$ cat config.mk
export PLATFORM = sky130hd
export DESIGN_NAME = llps_front
export DESIGN_NICKNAME = d
export VERILOG_FILES = /design/src/sv/llps_pkg.sv /design/src/sv/llps_front.sv
export SDC_FILE = /design/constraint.sdc
export NUM_CORES = 1
export LEC_CHECK = 0
export ABC_AREA = 1
export ABC_CLOCK_PERIOD_IN_PS = 9970
export BUFFER_PORTS_ARGS = -buffer_cell sky130_fd_sc_hd__buf_4
export CAP_MARGIN = 30
export CELL_PAD_IN_SITES_DETAIL_PLACEMENT = 0
export CELL_PAD_IN_SITES_GLOBAL_PLACEMENT = 1
export CORE_UTILIZATION = 34
export CTS_CLUSTER_DIAMETER = 80
export CTS_CLUSTER_SIZE = 16
export DETAILED_ROUTE_END_ITERATION = 7
export PLACE_DENSITY = 0.85
export SLEW_MARGIN = 10
export SYNTH_ARGS = -nofsm -noshare
export SYNTH_HDL_FRONTEND = slang
export SYNTH_SLANG_ARGS = --single-unit
$ cat constraint.sdc
create_clock -name clk -period 9.97 [get_ports clk]
set_input_delay 1.4955 -clock clk [delete_from_list [all_inputs] [get_ports clk]]
set_output_delay 1.4955 -clock clk [all_outputs]
set_load 0.02 [all_outputs]
$ cat src/sv/llps_pkg.sv
// Shared types and constants for the lookahead lateral PID steering block.
// No dependencies; imported by llps_front, llps_back and the top level.
package llps_pkg;

  localparam logic OP_PUSH = 1'b0;
  localparam logic OP_POSE = 1'b1;

  localparam logic [2:0] REG_LINEAR_SPEED   = 3'd0;
  localparam logic [2:0] REG_LOOKAHEAD      = 3'd1;
  localparam logic [2:0] REG_GAIN_P         = 3'd2;
  localparam logic [2:0] REG_GAIN_I         = 3'd3;
  localparam logic [2:0] REG_GAIN_D         = 3'd4;
  localparam logic [2:0] REG_RATE_LIMIT     = 3'd5;
  localparam logic [2:0] REG_INTEGRAL_BOUND = 3'd6;
  localparam logic [2:0] REG_PATH_CAPACITY  = 3'd7;

  localparam int CORDIC_STEPS = 20;
  localparam logic signed [33:0] CORDIC_GAIN = 34'sd652032874;
  localparam logic signed [33:0] Q30_ONE     = 34'sd1073741824;
  localparam int DIV_BITS = 48;

  typedef struct packed {
    logic signed [31:0] pos_x;
    logic signed [31:0] pos_y;
    logic signed [15:0] heading;
    logic [47:0]        timestamp;
  } pose_t;

  typedef struct packed {
    logic signed [31:0] angular_rate;
    logic [30:0]        forward_speed;
    logic signed [31:0] lateral_offset;
  } result_t;

  typedef struct packed {
    logic [30:0]        look_radius;
    logic signed [31:0] gain_p;
    logic signed [31:0] gain_i;
    logic signed [31:0] gain_d;
    logic [30:0]        rate_limit;
    logic [30:0]        integral_bound;
  } ctl_cfg_t;

  function automatic logic [29:0] atan_step(input logic [4:0] i);
    logic [29:0] a;
    unique case (i)
      5'd0:  a = 30'd536870912;
      5'd1:  a = 30'd316933406;
      5'd2:  a = 30'd167458907;
      5'd3:  a = 30'd85004756;
      5'd4:  a = 30'd42667331;
      5'd5:  a = 30'd21354465;
      5'd6:  a = 30'd10679838;
      5'd7:  a = 30'd5340245;
      5'd8:  a = 30'd2670163;
      5'd9:  a = 30'd1335087;
      5'd10: a = 30'd667544;
      5'd11: a = 30'd333772;
      5'd12: a = 30'd166886;
      5'd13: a = 30'd83443;
      5'd14: a = 30'd41722;
      5'd15: a = 30'd20861;
      5'd16: a = 30'd10430;
      5'd17: a = 30'd5215;
      5'd18: a = 30'd2608;
      5'd19: a = 30'd1304;
      default: a = 30'd0;
    endcase
    return a;
  endfunction

endpackage

$ cat src/sv/llps_front.sv
// Front end: accepts beats, keeps the path ring pointers and writes points.
// Hands pose updates to the back end through a one-entry queue. Uses llps_pkg.
module llps_front #(
  parameter int PATH_DEPTH = 256
) (
  input  logic                                clk,
  input  logic                                rst,
  input  logic                                push,
  output logic                                full,
  input  logic                                operation,
  input  llps_pkg::pose_t                     pose,
  input  logic [8:0]                          path_capacity,
  input  logic                                scan_busy,
  output logic                                we,
  output logic [$clog2(PATH_DEPTH)-1:0]       waddr,
  output logic [63:0]                         wdata,
  output logic                                pend_valid,
  input  logic                                pend_take,
  output llps_pkg::pose_t                     pend_pose,
  output logic [$clog2(PATH_DEPTH)-1:0]       pend_oldest,
  output logic [$clog2(PATH_DEPTH+1)-1:0]     pend_count
);
  import llps_pkg::*;

  localparam int AW = $clog2(PATH_DEPTH);
  localparam int CW = $clog2(PATH_DEPTH + 1);
  localparam int MW = (CW > 9) ? CW : 9;

  logic [AW-1:0] oldest;
  logic [CW-1:0] count;
  logic          accept;
  logic [MW-1:0] cap_ext;
  logic [MW-1:0] cap_eff;
  logic [CW:0]   slot_sum;

  assign full   = pend_valid || scan_busy;
  assign accept = push && !full;

  always_comb begin
    cap_ext = MW'(path_capacity);
    priority if (cap_ext == '0) begin
      cap_eff = MW'(1);
    end else if (cap_ext > MW'(PATH_DEPTH)) begin
      cap_eff = MW'(PATH_DEPTH);
    end else begin
      cap_eff = cap_ext;
    end
    slot_sum = (CW+1)'(oldest) + (CW+1)'(count);
    if (slot_sum >= (CW+1)'(PATH_DEPTH)) begin
      slot_sum = slot_sum - (CW+1)'(PATH_DEPTH);
    end
  end

  assign we    = accept && (operation == OP_PUSH);
  assign waddr = slot_sum[AW-1:0];
  assign wdata = {pose.pos_x, pose.pos_y};

  always_ff @(posedge clk) begin
    if (rst) begin
      oldest     <= '0;
      count      <= '0;
      pend_valid <= 1'b0;
    end else begin
      if (pend_take) begin
        pend_valid <= 1'b0;
      end
      if (accept) begin
        if (operation == OP_PUSH) begin
          if (MW'(count) >= cap_eff) begin
            oldest <= (oldest == AW'(PATH_DEPTH - 1)) ? '0 : oldest + AW'(1);
          end else begin
            count <= count + CW'(1);
          end
        end else begin
          pend_valid  <= 1'b1;
          pend_pose   <= pose;
          pend_oldest <= oldest;
          pend_count  <= count;
        end
      end
    end
  end

endmodule

==> results.toml <==
[timing]
setup_viol = 0
finClkSkew_ns = 0.01227
hold_viol = 0
whs_ns = 0.5180
max_freq_mhz = 257.4
min_period_over_period_pct = 38.96
rsz0062_at_grt = "false"
worst_pin_slew_ns = 0.7605
slew_viol_final = 0
setup-tns-final_ns = 0
fin_crit_ns = 3.885
relSlewSlack_pct = 49.30

[clock_network]
cts.path.max_buffers = 2
cts_resized = 0
numClockSinks = 163
cts_root_buf = "clkbuf_16"
cts_tree = "done"
clock_latency_ns = 0.42
clk_pin_slew_worst_paths_ns = 0.07
numCtsBuffers = 17
cts_htree_levels = 4
postCtsHoldBufs = 0
postCtsSetupBuffers = 0

[routing]
drc = 0
drt_iter0_markers = 242
postRouteAntennaNets = 0
wirelength_microns = 19200
first_pass_iters = 4
viasPerCell = 4.470
wire_per_inst_microns = 18.90
via_count = 4542

[logic_synthesis]
yosysWarnings = 0
syn_inst = 452
yosys_most_used_dff = "edfxtp_1"
synth_edf_count = 145
syn_area_sq_mm = 0.006464
synthTopCellsByCount = "edfxtp_1 (145), nand2_1 (73), buf_4 (66), inv_1 (26), a21oi_1 (23)"
syn_nets = 614
async_flop_share_pct = 0
ys_ff_latch = 163
synth.largest_area_cell = "edfxtp_1"
synth.area.top_cells = "edfxtp_1 (67%), buf_4 (7.7%), dfxtp_1 (5.6%)"
syn-mean-instance-area_sq_um = 14.30
seq_area_frac_synth_pct = 72.94
ys_types = 29
synth_most_common_cell = "edfxtp_1"
yosysTopAreaCellShare_pct = 67.36

[critical_path]
cp-end-kind = "primary output"
crit_buf_inv = 3
crit_path_start_kind = "flop"
slowest_delay_ns = 0.45
critPathTopFamily = "adder cells"
rrSetupSlack_ns = 7.44
path_cells = "ha_1 > inv_1 > fa_1 > o21ai_0 > nand2_1 > nand2_1 > a21oi_1 > inv_1 > nand2_1 > nand2_1 > buf_4"
worst-path-max-fanout = 7
cp.arrival_ns = 2.39
crit_required_ns = 8.47
critical_path_class = "flop to primary output"
slowest_stage = "dfxtp_1"
path_common_cell = "nand2_1"

[die]
die_area_sq_mm = 0.01957
coreArea_sq_mm = 0.01864
io_pins = 363
die_y_microns = 139.9
rows = 50
die_w_microns = 139.9
initial_utilization_pct = 34.67

[global_route]
grt_pass1_wl_microns = 26710
grt_antenna_before_repair = 1
overflow = 0
grt_pass1_vias = 4240
grt_start_max_net_pins = 58
grtUsageTotal_pct = 19.22

[job]
maxCapViolCount = 0

[placement]
numPortBuffers = 362
gp_congestion = 0.8239
dpl.hpwl_microns = 15180
place_area_sq_mm = 0.009017

[power]
p_per_area_mw_per_mm2 = 162.4
leakagePower_nw = 4.222
power_w = 0.001564
ir_drop_uv = 106.5

[cells_and_area]
n_fill_cell = 1638
utilization_pct = 51.64
finalNetCount = 930
layout-drive-gt1-share_pct = 52.75
area_growth_pct = 48.94
final_cell_area_sq_mm = 0.009627

[outcome]
status = "finished, final reports clean"

[min_path]
hold_path.class = "flop to flop"
flip-flops by register name, summed over array words and instances (netlist names):
register and count:
pend_pose 128, pend_valid 1, pend_oldest 8, oldest 8, count 9, pend_count 9
cell families after synthesis:
kind of cell	Yosys count	share of synthesized area, %
and+or+nand+nor	133	9.775
adders and majority gates	19	3.794
AOI/OAI and AO/OA	27	2.149
DFF	163	72.94
buffers and inverters	97	9.582
xor gates and xnor gates	13	1.762
per-layer routing:
| layer | share of wire, % | vias up | track usage (%) |
|---|---|---|---|
| li1 | - | 2168 | - |
| met1 | 38 | 2169 | 21.93 |
| met2 | 52 | 190 | 32.45 |
| met3 | 8.8 | 15 | 7.983 |
| met4 | 1.1 | 0 | 6.478 |
| met5 | 0 | - | 0 |
report_power, final:
part | internal [W] | total (W) | switching, W | leakage [nW]
registers | 0.000754 | 0.000758 | 0.00000386 | 1.48
logic | 0.0000694 | 0.000143 | 0.0000739 | 2.44
clock network | 0.000361 | 0.000662 | 0.000302 | 0.299
total | 0.00118 | 0.00156 | 0.000379 | 4.22
per-stage QoR:
stage	setup WS, ns	std cells
2_1_floorplan	1.387	452
3_3_place_gp	6.036	982
3_5_place_dp	6.134	983
4_1_cts	6.033	1015
5_1_grt	5.864	1016
6_report	6.085	1016
worst reg2reg max path, cell delays in order, from the launching register on:
cell,delay (ns)
dfxtp_1,0.34
inv_2,0.07
nand4_1,0.17
nor2_4,0.11
buf_4,0.58
buf_4,0.60
buf_16,0.32
cells in the final DEF (no fill, tap or decap), drive strengths merged:
cell | Yosys | final
a21oi | 23 | 23
and2 | 1 | 1
buf | 67 | 366
bufinv | 0 | 1
clkbuf | 2 | 17
clkinv | 0 | 6
dfxtp | 18 | 18
diode | 0 | 1
edfxtp | 145 | 145
fa | 1 | 1
ha | 18 | 18
inv | 28 | 36
nand2 | 78 | 78
nand3 | 17 | 17
nand3b | 2 | 2
nand4 | 12 | 12
nor2 | 20 | 20
nor3b | 1 | 1
nor4 | 2 | 2
o21a | 1 | 1
o21ai | 2 | 2
o22ai | 1 | 1
xnor2 | 6 | 6
xor2 | 7 | 7
path summary, 6_finish.rpt:
kind                                        startpoint                       end  cells past startpoint
worst max-delay path             count[0]$_SDFFE_PP0P_                  waddr[6]                     11
worst min-delay path            oldest[5]$_SDFFE_PP0P_  pend_oldest[5]$_DFFE_PP_                      0
worst max register to register   pend_valid$_SDFF_PP0_   pend_pose[42]$_DFFE_PP_                      6
worst min register to register  oldest[5]$_SDFFE_PP0P_  pend_oldest[5]$_DFFE_PP_                      0
area by class of cell:
cell class	count	area [sq um]	area share [%]
Sequential cell	163	4715	48.97
Timing Repair Buffer	366	2768	28.75
Multi-Input combinational cell	192	1137	11.81
Clock buffer	17	425.4	4.419
Tap cell	234	292.8	3.041
Clock inverter	15	181.4	1.885
Inverter	28	105.1	1.092
Antenna cell	1	2.502	0.02599
Power figures use the tool's default switching activity.
